### config.mk
export PLATFORM = sky130hd
export DESIGN_NAME = led_blink_pattern_generator_core
export DESIGN_NICKNAME = d
export VERILOG_FILES = /design/src/lbpg_pkg.sv /design/src/lbpg_cfg.sv /design/src/lbpg_step.sv /design/src/led_blink_pattern_generator_core.sv
export SDC_FILE = /design/constraint.sdc
export NUM_CORES = 1
export LEC_CHECK = 0
export BUFFER_PORTS_ARGS = -buffer_cell sky130_fd_sc_hd__clkbuf_2
export CELL_PAD_IN_SITES_DETAIL_PLACEMENT = 0
export CELL_PAD_IN_SITES_GLOBAL_PLACEMENT = 1
export CORE_UTILIZATION = 47
export DETAILED_ROUTE_END_ITERATION = 7
export PLACE_DENSITY = 0.84
export RECOVER_POWER = 50
export SETUP_SLACK_MARGIN = 0.2
export SLEW_MARGIN = 20
export SYNTH_ARGS = -nofsm -noshare
export SYNTH_HDL_FRONTEND = slang
export SYNTH_SLANG_ARGS = --single-unit
### constraint.sdc
create_clock -name i_clk -period 4.5 [get_ports i_clk]
set_input_delay 0 -clock i_clk [delete_from_list [all_inputs] [get_ports i_clk]]
set_output_delay 0 -clock i_clk [all_outputs]
set_load 0.01 [all_outputs]
### src/lbpg_pkg.sv
`timescale 1ns / 1ps
// ----------------------------------------------------------------------------
// lbpg_pkg
// Types, register indexes, mode codes and reset values of the LED pattern
// generator.
// ----------------------------------------------------------------------------
package lbpg_pkg;

    localparam int unsigned MS_W   = 16;
    localparam int unsigned ADV_W  = 8;
    localparam int unsigned MODE_W = 3;
    localparam int unsigned IDX_W  = 3;
    localparam int unsigned PC_W   = 2;

    // Register indexes
    localparam logic [IDX_W-1:0] REG_MODE            = 3'd0;
    localparam logic [IDX_W-1:0] REG_FAST_INTERVAL   = 3'd1;
    localparam logic [IDX_W-1:0] REG_SLOW_INTERVAL   = 3'd2;
    localparam logic [IDX_W-1:0] REG_DOUBLE_INTERVAL = 3'd3;
    localparam logic [IDX_W-1:0] REG_DOUBLE_PAUSE    = 3'd4;
    localparam logic [IDX_W-1:0] REG_TRIPLE_INTERVAL = 3'd5;
    localparam logic [IDX_W-1:0] REG_TRIPLE_PAUSE    = 3'd6;

    // Mode codes
    localparam logic [MODE_W-1:0] MODE_OFF    = 3'd0;
    localparam logic [MODE_W-1:0] MODE_ON     = 3'd1;
    localparam logic [MODE_W-1:0] MODE_FAST   = 3'd2;
    localparam logic [MODE_W-1:0] MODE_SLOW   = 3'd3;
    localparam logic [MODE_W-1:0] MODE_DOUBLE = 3'd4;
    localparam logic [MODE_W-1:0] MODE_TRIPLE = 3'd5;

    localparam logic [PC_W-1:0] DOUBLE_PULSES = 2'd2;
    localparam logic [PC_W-1:0] TRIPLE_PULSES = 2'd3;

    // Reset values
    localparam logic [MS_W-1:0] RST_FAST_INTERVAL   = 16'd100;
    localparam logic [MS_W-1:0] RST_SLOW_INTERVAL   = 16'd500;
    localparam logic [MS_W-1:0] RST_DOUBLE_INTERVAL = 16'd150;
    localparam logic [MS_W-1:0] RST_DOUBLE_PAUSE    = 16'd1000;
    localparam logic [MS_W-1:0] RST_TRIPLE_INTERVAL = 16'd150;
    localparam logic [MS_W-1:0] RST_TRIPLE_PAUSE    = 16'd1000;

    typedef struct packed {
        logic [MODE_W-1:0] mode;
        logic [MS_W-1:0]   fast_interval;
        logic [MS_W-1:0]   slow_interval;
        logic [MS_W-1:0]   double_interval;
        logic [MS_W-1:0]   double_pause;
        logic [MS_W-1:0]   triple_interval;
        logic [MS_W-1:0]   triple_pause;
    } t_lbpg_cfg;

    typedef struct packed {
        logic            lit;
        logic [MS_W-1:0] elapsed_ms;
        logic [PC_W-1:0] pulse_count;
        logic            in_gap;
    } t_lbpg_state;

endpackage

### src/lbpg_cfg.sv
`timescale 1ns / 1ps
// ----------------------------------------------------------------------------
// lbpg_cfg
// Configuration register file; flags a write that changes the mode.
// ----------------------------------------------------------------------------
module lbpg_cfg (
    input  logic                       i_clk,
    input  logic                       i_rst_n,
    input  logic                       i_cfg_wr_en,
    input  logic [lbpg_pkg::IDX_W-1:0] i_cfg_index,
    input  logic [lbpg_pkg::MS_W-1:0]  i_cfg_wdata,
    output lbpg_pkg::t_lbpg_cfg        o_cfg,
    output logic                       o_mode_change
);
    import lbpg_pkg::*;

    t_lbpg_cfg r_cfg;

    assign o_mode_change = i_cfg_wr_en && (i_cfg_index == REG_MODE)
                           && (i_cfg_wdata[MODE_W-1:0] != r_cfg.mode);
    assign o_cfg = r_cfg;

    always_ff @(posedge i_clk) begin
        if (!i_rst_n) begin
            r_cfg.mode            <= MODE_OFF;
            r_cfg.fast_interval   <= RST_FAST_INTERVAL;
            r_cfg.slow_interval   <= RST_SLOW_INTERVAL;
            r_cfg.double_interval <= RST_DOUBLE_INTERVAL;
            r_cfg.double_pause    <= RST_DOUBLE_PAUSE;
            r_cfg.triple_interval <= RST_TRIPLE_INTERVAL;
            r_cfg.triple_pause    <= RST_TRIPLE_PAUSE;
        end else if (i_cfg_wr_en) begin
            case (i_cfg_index)
                REG_MODE:            r_cfg.mode            <= i_cfg_wdata[MODE_W-1:0];
                REG_FAST_INTERVAL:   r_cfg.fast_interval   <= i_cfg_wdata;
                REG_SLOW_INTERVAL:   r_cfg.slow_interval   <= i_cfg_wdata;
                REG_DOUBLE_INTERVAL: r_cfg.double_interval <= i_cfg_wdata;
                REG_DOUBLE_PAUSE:    r_cfg.double_pause    <= i_cfg_wdata;
                REG_TRIPLE_INTERVAL: r_cfg.triple_interval <= i_cfg_wdata;
                REG_TRIPLE_PAUSE:    r_cfg.triple_pause    <= i_cfg_wdata;
                default: ;
            endcase
        end
    end

endmodule

### src/lbpg_step.sv
`timescale 1ns / 1ps
// ----------------------------------------------------------------------------
// lbpg_step
// Next-state logic for one time advance: saturating add, interval compare,
// toggle and flash pulse bookkeeping.
// ----------------------------------------------------------------------------
module lbpg_step (
    input  lbpg_pkg::t_lbpg_cfg        i_cfg,
    input  lbpg_pkg::t_lbpg_state      i_state,
    input  logic [lbpg_pkg::ADV_W-1:0] i_advance,
    output lbpg_pkg::t_lbpg_state      o_state
);
    import lbpg_pkg::*;

    logic [MS_W:0]   sum;
    logic [MS_W-1:0] sat;
    logic [MS_W-1:0] sel_interval;
    logic [MS_W-1:0] sel_pause;
    logic [PC_W-1:0] sel_pulses;
    logic [PC_W-1:0] pc_inc;
    logic            is_blink;
    logic            is_flash;

    assign sum    = {1'b0, i_state.elapsed_ms} + {{(MS_W + 1 - ADV_W){1'b0}}, i_advance};
    assign sat    = sum[MS_W] ? {MS_W{1'b1}} : sum[MS_W-1:0];
    assign pc_inc = i_state.pulse_count + 2'd1;

    // Pick the timing set of the current mode.
    always_comb begin
        sel_interval = i_cfg.fast_interval;
        sel_pause    = i_cfg.double_pause;
        sel_pulses   = DOUBLE_PULSES;
        is_blink     = 1'b0;
        is_flash     = 1'b0;
        case (i_cfg.mode)
            MODE_FAST: begin
                is_blink     = 1'b1;
            end
            MODE_SLOW: begin
                sel_interval = i_cfg.slow_interval;
                is_blink     = 1'b1;
            end
            MODE_DOUBLE: begin
                sel_interval = i_cfg.double_interval;
                is_flash     = 1'b1;
            end
            MODE_TRIPLE: begin
                sel_interval = i_cfg.triple_interval;
                sel_pause    = i_cfg.triple_pause;
                sel_pulses   = TRIPLE_PULSES;
                is_flash     = 1'b1;
            end
            default: ;
        endcase
    end

    always_comb begin
        o_state            = i_state;
        o_state.elapsed_ms = sat;
        if (i_cfg.mode == MODE_OFF) begin
            o_state.lit = 1'b0;
        end else if (i_cfg.mode == MODE_ON) begin
            o_state.lit = 1'b1;
        end else if (is_blink) begin
            if (sat >= sel_interval) begin
                o_state.lit        = ~i_state.lit;
                o_state.elapsed_ms = '0;
            end
        end else if (is_flash) begin
            if (i_state.in_gap) begin
                if (sat >= sel_pause) begin
                    o_state.in_gap      = 1'b0;
                    o_state.pulse_count = '0;
                    o_state.elapsed_ms  = '0;
                end
            end else if (sat >= sel_interval) begin
                o_state.lit        = ~i_state.lit;
                o_state.elapsed_ms = '0;
                // A pulse ends when the LED goes dark.
                if (i_state.lit) begin
                    o_state.pulse_count = pc_inc;
                    if (pc_inc >= sel_pulses) begin
                        o_state.in_gap = 1'b1;
                    end
                end
            end
        end
    end

endmodule

### src/led_blink_pattern_generator_core.sv
`timescale 1ns / 1ps
// ----------------------------------------------------------------------------
// led_blink_pattern_generator_core
// Status LED pattern generator: off, on, fast/slow blink, double/triple flash.
// ----------------------------------------------------------------------------
// Each input item carries a time advance in milliseconds and yields exactly one
// result item with the LED level and the pause flag after that advance. The
// block takes one item per clock cycle in steady state while results are taken;
// an accepted item waits in the input register, then passes through the update
// into the result register once that register is free, and is offered there.
// The rate is set by the update of the 16-bit elapsed counter, which feeds back
// into the next item's update. The user must write configuration through the
// plain write port only while the block is idle; the block itself does not
// enforce this. Writing a new mode clears the elapsed counter, pulse count and
// pause flag but keeps the LED.
// ----------------------------------------------------------------------------
module led_blink_pattern_generator_core (
    input  logic                        i_clk,
    input  logic                        i_rst_n,
    // input items
    input  logic                        i_valid,
    output logic                        o_ready,
    input  logic [lbpg_pkg::ADV_W-1:0]  i_advance,
    // result items
    output logic                        o_valid,
    input  logic                        i_ready,
    output logic                        o_led_level,
    output logic                        o_pausing,
    // configuration
    input  logic                        i_cfg_wr_en,
    input  logic [lbpg_pkg::IDX_W-1:0]  i_cfg_index,
    input  logic [lbpg_pkg::MS_W-1:0]   i_cfg_wdata
);
    import lbpg_pkg::*;

    t_lbpg_cfg   cfg;
    logic        mode_change;
    t_lbpg_state r_state;
    t_lbpg_state n_state;

    // input register
    logic             r_in_valid;
    logic [ADV_W-1:0] r_in_advance;

    // result register
    logic r_out_valid;
    logic r_out_led;
    logic r_out_pausing;

    logic out_free;
    logic advance_item;

    // Result register is free when empty or being drained this cycle.
    assign out_free     = !r_out_valid || i_ready;
    // Move the held item through the update into the result register.
    assign advance_item = r_in_valid && out_free;
    // Take a new item whenever the input register empties this cycle.
    assign o_ready      = !r_in_valid || advance_item;

    assign o_valid     = r_out_valid;
    assign o_led_level = r_out_led;
    assign o_pausing   = r_out_pausing;

    lbpg_cfg u_cfg (
        .i_clk         (i_clk),
        .i_rst_n       (i_rst_n),
        .i_cfg_wr_en   (i_cfg_wr_en),
        .i_cfg_index   (i_cfg_index),
        .i_cfg_wdata   (i_cfg_wdata),
        .o_cfg         (cfg),
        .o_mode_change (mode_change)
    );

    lbpg_step u_step (
        .i_cfg     (cfg),
        .i_state   (r_state),
        .i_advance (r_in_advance),
        .o_state   (n_state)
    );

    // Input register: hold the item until the update stage takes it.
    always_ff @(posedge i_clk) begin
        if (!i_rst_n) begin
            r_in_valid <= 1'b0;
        end else if (o_ready) begin
            r_in_valid <= i_valid;
        end
    end

    always_ff @(posedge i_clk) begin
        if (i_valid && o_ready) begin
            r_in_advance <= i_advance;
        end
    end

    // Pattern state: a mode change clears the timing state but keeps the LED.
    always_ff @(posedge i_clk) begin
        if (!i_rst_n) begin
            r_state <= '0;
        end else if (mode_change) begin
            r_state.elapsed_ms  <= '0;
            r_state.pulse_count <= '0;
            r_state.in_gap      <= 1'b0;
        end else if (advance_item) begin
            r_state <= n_state;
        end
    end

    // Result register
    always_ff @(posedge i_clk) begin
        if (!i_rst_n) begin
            r_out_valid <= 1'b0;
        end else if (out_free) begin
            r_out_valid <= r_in_valid;
        end
    end

    always_ff @(posedge i_clk) begin
        if (advance_item) begin
            r_out_led     <= n_state.lit;
            r_out_pausing <= n_state.in_gap;
        end
    end

endmodule

Yosys cells after proc, flatten, opt, wreduce, memory -nomap -nowiden:

Index checks and enable logic that the tools add are counted.

* register bits after elaboration: 131
* latch bits: 0
* memory bits (writable): 0
* ROM bits: 0
* bits of input ports: 32
* output and inout port bits: 4
* word-level logic and storage cells: 88
* memories kept: 0

* $add $sub $neg: 2
* $mul: 0
* divide/modulo/power cells: 0
* magnitude comparators: 3
* equal/unequal tests: 13
* shift-type cells: 0
* muxes and demuxes: 23
* bitwise gates (word level): 6
* reduce and logical (&&, ||, !) cells: 25

Operators with widths (number)
* $mux W20: 5
* $mux W19: 4
* $pmux W16 S3: 1
* $mux W17: 2
* $ge A16 B16 Y1: 2
* $mux W16: 2
* $add A16 B8 Y17: 1
* $reduce_and A2 Y1: 8
* $eq A3 B3 Y1 const B: 5
* $eq A3 B2 Y1 const B: 4
* $reduce_bool A5 Y1: 2
* $reduce_and A8 Y1: 1
* $mux W1: 7
* $eq A3 B1 Y1 const B: 2
* $logic_not A3 Y1: 2
* $mux W3: 2
* $not A1 Y1: 6
* $reduce_or A2 Y1: 3
* $ne A5 B1 Y1 const B: 1
* $logic_and A1 B1 Y1: 4
* $reduce_bool A4 Y1: 1
* $ne A3 B3 Y1: 1
* $add A2 B1 Y2 const B: 1
* $ge A2 B2 Y1: 1
* other kinds (2): 4

Longest topological paths before layout:

* word-level depth: 14
* depth in mapped cells: 16
* gate-level depth less buffers: 15

Hierarchy:

Synthesis repeated with hierarchy kept, for this count alone.

* cells, all modules: 855
* area total of the unflattened synthesis: 7328.3 um^2

By module, submodules not included
* lbpg_cfg: times used 1, cells each 449, area each 3913.8 um^2, sequential area each 1981.9 um^2
* lbpg_step: times used 1, cells each 294, area each 2239.6 um^2, sequential area each 0.0 um^2
* led_blink_pattern_generator_core: times used 1, cells each 112, area each 1174.9 um^2, sequential area each 740.7 um^2

Worst setup path after synthesis:

No wires, ideal clock.

* path kind: flip-flop to flip-flop
* from: register r_in_advance[0]
* to: register r_out_pausing (netlist: o_pausing), data pin
* setup time: 0.130 ns
* arrival time: 3.975 ns
* data required time: 4.370 ns
* setup slack: 0.395 ns
* cell stages (with the launch flop): 15
* buffers on the path: 0
* clock period less this slack: 4.105 ns
* path through: edfxtp_1 -> ha_1 -> fa_1 -> a211oi_1 -> o21bai_1 -> o41a_1 -> nand2_1 -> mux2_2 -> ha_1 -> and4_1 -> nand2_1 -> or4_4 -> a311oi_2 -> and3_1 -> o22a_1

RTL lines
* start: declaration: line led_blink_pattern_generator_core.sv:43 `logic [ADV_W-1:0] r_in_advance;`
* start signal: assignment: line led_blink_pattern_generator_core.sv:92 `r_in_advance <= i_advance;`
* end signal: assignment: line led_blink_pattern_generator_core.sv:121 `r_out_pausing <= n_state.in_gap;`
* end: declaration: line led_blink_pattern_generator_core.sv:48 `logic r_out_pausing;`

==> results.txt <==
The final-stage net count came out at 943. The violation count after the first detailed-routing iteration came out at 494. The final period demand of the worst path came out at 4.24 ns. Once the floorplan was initialized, standard cells occupied 48.8% of the core. The die is 123 um tall.

The power per unit of standard cell area is 359 nW/um^2. Synthesis produced 802 cells. The maximum clock rate came out at 236 MHz. The placed instance area came out at 7240 um^2. The commonest register cell after synthesis is dfxtp_1.

The final hold violation count is 0. Entering global routing, the biggest net connects 105 pins. The worst hold path begins at i_cfg_index[2].

For this run, the number of Yosys warnings is 0. The global router's overall resource usage came out at 25.5%. In this run the tool buffered the top-level ports with 35 buffer cells. Dividing the final minimum period by the clock period gives 94.1%. The largest single stage delay on the critical path is 0.57 ns.

The worst setup path is captured at a register. The critical path class is register to register. The tree is rooted in a clkbuf_16. The synthesized netlist occupies a cell area of 6850 um^2. Cells fill 58.9% of the core in the end. The slew of the pin with the lowest slew margin came out at 1.29 ns. Max-cap violations in this run came to 0.

The die width came out at 123 um. The synthesized net count is 876. The detailed placement HPWL is 12700 um. The number of antenna violations at the first check in global routing was 0. The total via count in the routed design came out at 6086. For this run, design rule violations remaining after detail routing come to 0. The max-slew violation count came to 0. The count of pins on the block boundary came out at 36. The number of failing setup endpoints in the final timing report came out at 0.

The worst IR drop on VDD came out at 0.283 mV. The clock latency at the later pin of the worst-skew pair is 0.42 ns. The first-pass iteration count of the detailed router came out at 5.

The worst path arrival time is 4.53 ns. STA classifies the critical path startpoint as a register. The core box area is 14000 um^2.

The number of synthesized flops with an enable pin came out at 10. TritonCTS built the clock tree. Setup repair after global routing could not meet its margin everywhere. Of the cells placed in the final design, the portion with a size suffix greater than 1 is 15.3%.

Walking the worst path, the cells encountered are ha_4 > fa_2 > a211oi_2 > o21bai_1 > o41a_1 > buf_4 > o21a_1 > ha_1 > and4_4 > nand2_1 > or4_4 > a311oi_4 > and3_4 > o22a_1. The worst setup path startpoint is r_in_advance[0]. The area growth from synthesis to layout is 20.7%. The maximum count of clock buffers along a single path came out at 2. The wire length per cell after detailed routing is 17.5 um. The startpoint identified for the worst register-to-register timing path is r_in_advance[0].

The register area share after synthesis is 39.7%. The full die area came out at 15100 um^2. The per-cell via count in the routed design came out at 5.74.

The synthesized flop and latch total is 131. TritonCTS created 17 clock buffers. The worst-case headroom to the max-slew limit is 14.0%. The per-instance average area after synthesis came out at 8.55 um^2. The clock tree synthesis step divided the H-tree into 4 levels. The repair_antennas step left the layout with diodes totalling 0.

The total length of routed wires is 18500 um. In this run the remaining antenna-violating nets after routing total 0. The run finished with clean final reports. The number of global-route vias before repair is 5723. The filler cell count is 1224. The leakage power summed over all cells is 3.39 nW. The global-route wire length before repair is 29400 um.

After synthesis, the netlist uses 69 different library cells. Of all flip-flops after synthesis, the portion carrying an async set or reset was 0%. STA puts the critical path data required time at 4.79 ns. The number of sinks driven by the clock tree came out at 131.

The clock-pin slew on the worst setup and hold paths came out at 0.06 ns. The worst clock skew came out at 0.00732 ns. In this run the core area contains 43 standard-cell rows. The finished layout cell area is 8270 um^2.

The top fanout value on the critical path is 6. The cell at the slowest stage of the critical path is or4_4. Global routing finished with a remaining overflow of 0. The routability congestion estimate came out at 0.863. The tightest min-delay check is of the input port to register type.
## cells in the final DEF (no fill, tap or decap), types with 3 or more instances in the layout
cell	instances
a211oi_1	4
a21boi_0	68
a21o_1	5
a21oi_1	17
a22o_1	16
a31oi_1	4
a31oi_2	4
and3_1	4
buf_4	31
clkbuf_1	6
clkbuf_16	18
clkbuf_2	30
clkinv_4	3
dfxtp_1	121
dlygate4sd3_1	27
edfxtp_1	10
ha_1	38
ha_4	3
inv_1	7
inv_4	3
mux2i_1	20
nand2_1	216
nand2b_1	12
nand3_1	39
nand4_1	4
nor2_1	13
nor2_2	3
nor2b_1	9
nor3_1	3
o21a_1	4
o21ai_0	41
o221ai_1	15
o22ai_1	15
xor2_1	7
## critical path, delay by kind of cell, from the launching register on
family                   cells  cell delay, ns
AO/OA/AOI/OAI                6            1.53
adder cells (fa/ha/maj)      3            0.84
buffers and inverters        1            0.19
flip-flops                   1            0.42
AND/OR/NAND/NOR              4            1.10
## timing repair
| action | 4_1_cts | 5_1_grt |
|---|---|---|
| hold buffers | 27 | 0 |
| pin swaps | 7 | 15 |
| setup buffers | 4 | 2 |
| endpoints found under the setup margin | 21 | 20 |
| gates resized for setup | 6 | 17 |
| hold endpoints to repair | 109 | 0 |
## path summary, 6_finish.rpt
check | to | slack [ns] | cells after the start
worst max-delay path | o_pausing | 0.26 | 14
worst min-delay path | u_cfg.o_cfg[96] | 0.08 | 4
worst max register to register | o_pausing | 0.26 | 14
worst min register to register | u_cfg.o_cfg[7] | 0.46 | 2
## synth_stat cells (12+ instances only)
cell type	number	area (um^2)
a21boi_0	60	450
nand2b_1	12	75.1
o221ai_1	15	131
o21ai_0	41	205
mux2i_1	20	200
nand2_1	218	818
ha_1	41	513
nor2_1	16	60.1
a22o_1	16	140
a21oi_1	19	95.1
dfxtp_1	121	2420
nand3_1	39	195
clkbuf_1	36	135
o22ai_1	15	93.8
## sequential cells by signal, indices dropped and copies added (netlist names)
| name | flops |
|---|---|
| o_pausing | 1 |
| r_in_valid | 1 |
| o_valid | 1 |
| r_in_advance | 8 |
| u_cfg.o_cfg | 99 |
| o_led_level | 1 |
| r_state | 20 |
## report_power, final
group / switching [W] / leakage (nW) / internal, W / total (W)
registers: 0.0000217 / 1.08 / 0.00121 / 0.00123
logic: 0.000221 / 2.03 / 0.000176 / 0.000397
clock network: 0.000523 / 0.286 / 0.000822 / 0.00134
total: 0.000766 / 3.39 / 0.00221 / 0.00297
## per-stage QoR
step | setup WS, ns | cells | total power, W | hold WS (ns) | setup TNS, ns
finish | 0.264 | 1061 | 0.00297 | 0.0809 | 0
global route | 0.0907 | 1061 | 0.00308 | 0.102 | 0
CTS | 0.214 | 1059 | 0.00298 | 0.0581 | 0
detailed placement | -0.102 | 997 | 0.00161 | 0.179 | -1.52
global placement | 0.0942 | 997 | 0.00159 | 0.181 | 0
floorplan | 0.395 | 802 | 0.00148 | 0.0989 | 0
## kinds of logic after synthesis
group / after synthesis / synth area share (%)
xor gates and xnor gates: 9 / 1.15
muxes: 23 / 3.41
adders and majority gates: 42 / 7.78
AOI/OAI and AO/OA: 220 / 23.3
and+or+nand+nor: 322 / 20.9
DFF: 131 / 39.7
buffers and inverters: 55 / 3.67
## area by class of cell
cell class | count | area, um^2 | share of cell area (%)
clock buffers | 21 | 482 | 5.82
multi-input cells | 616 | 4010 | 48.5
repair buffers | 95 | 703 | 8.50
well taps | 180 | 225 | 2.72
clock inverters | 10 | 96.3 | 1.16
flip-flops and latches | 131 | 2720 | 32.9
inverters | 8 | 30.0 | 0.363
## layer usage
metal,vias up,wire length (um),GRT usage (%)
met1,2931,8650,34.4
met3,17,808,4.41
met2,145,8880,41.7
met5,-,0,0
met4,0,210,7.16
li1,2993,-,-
Power figures use the tool's default switching activity.
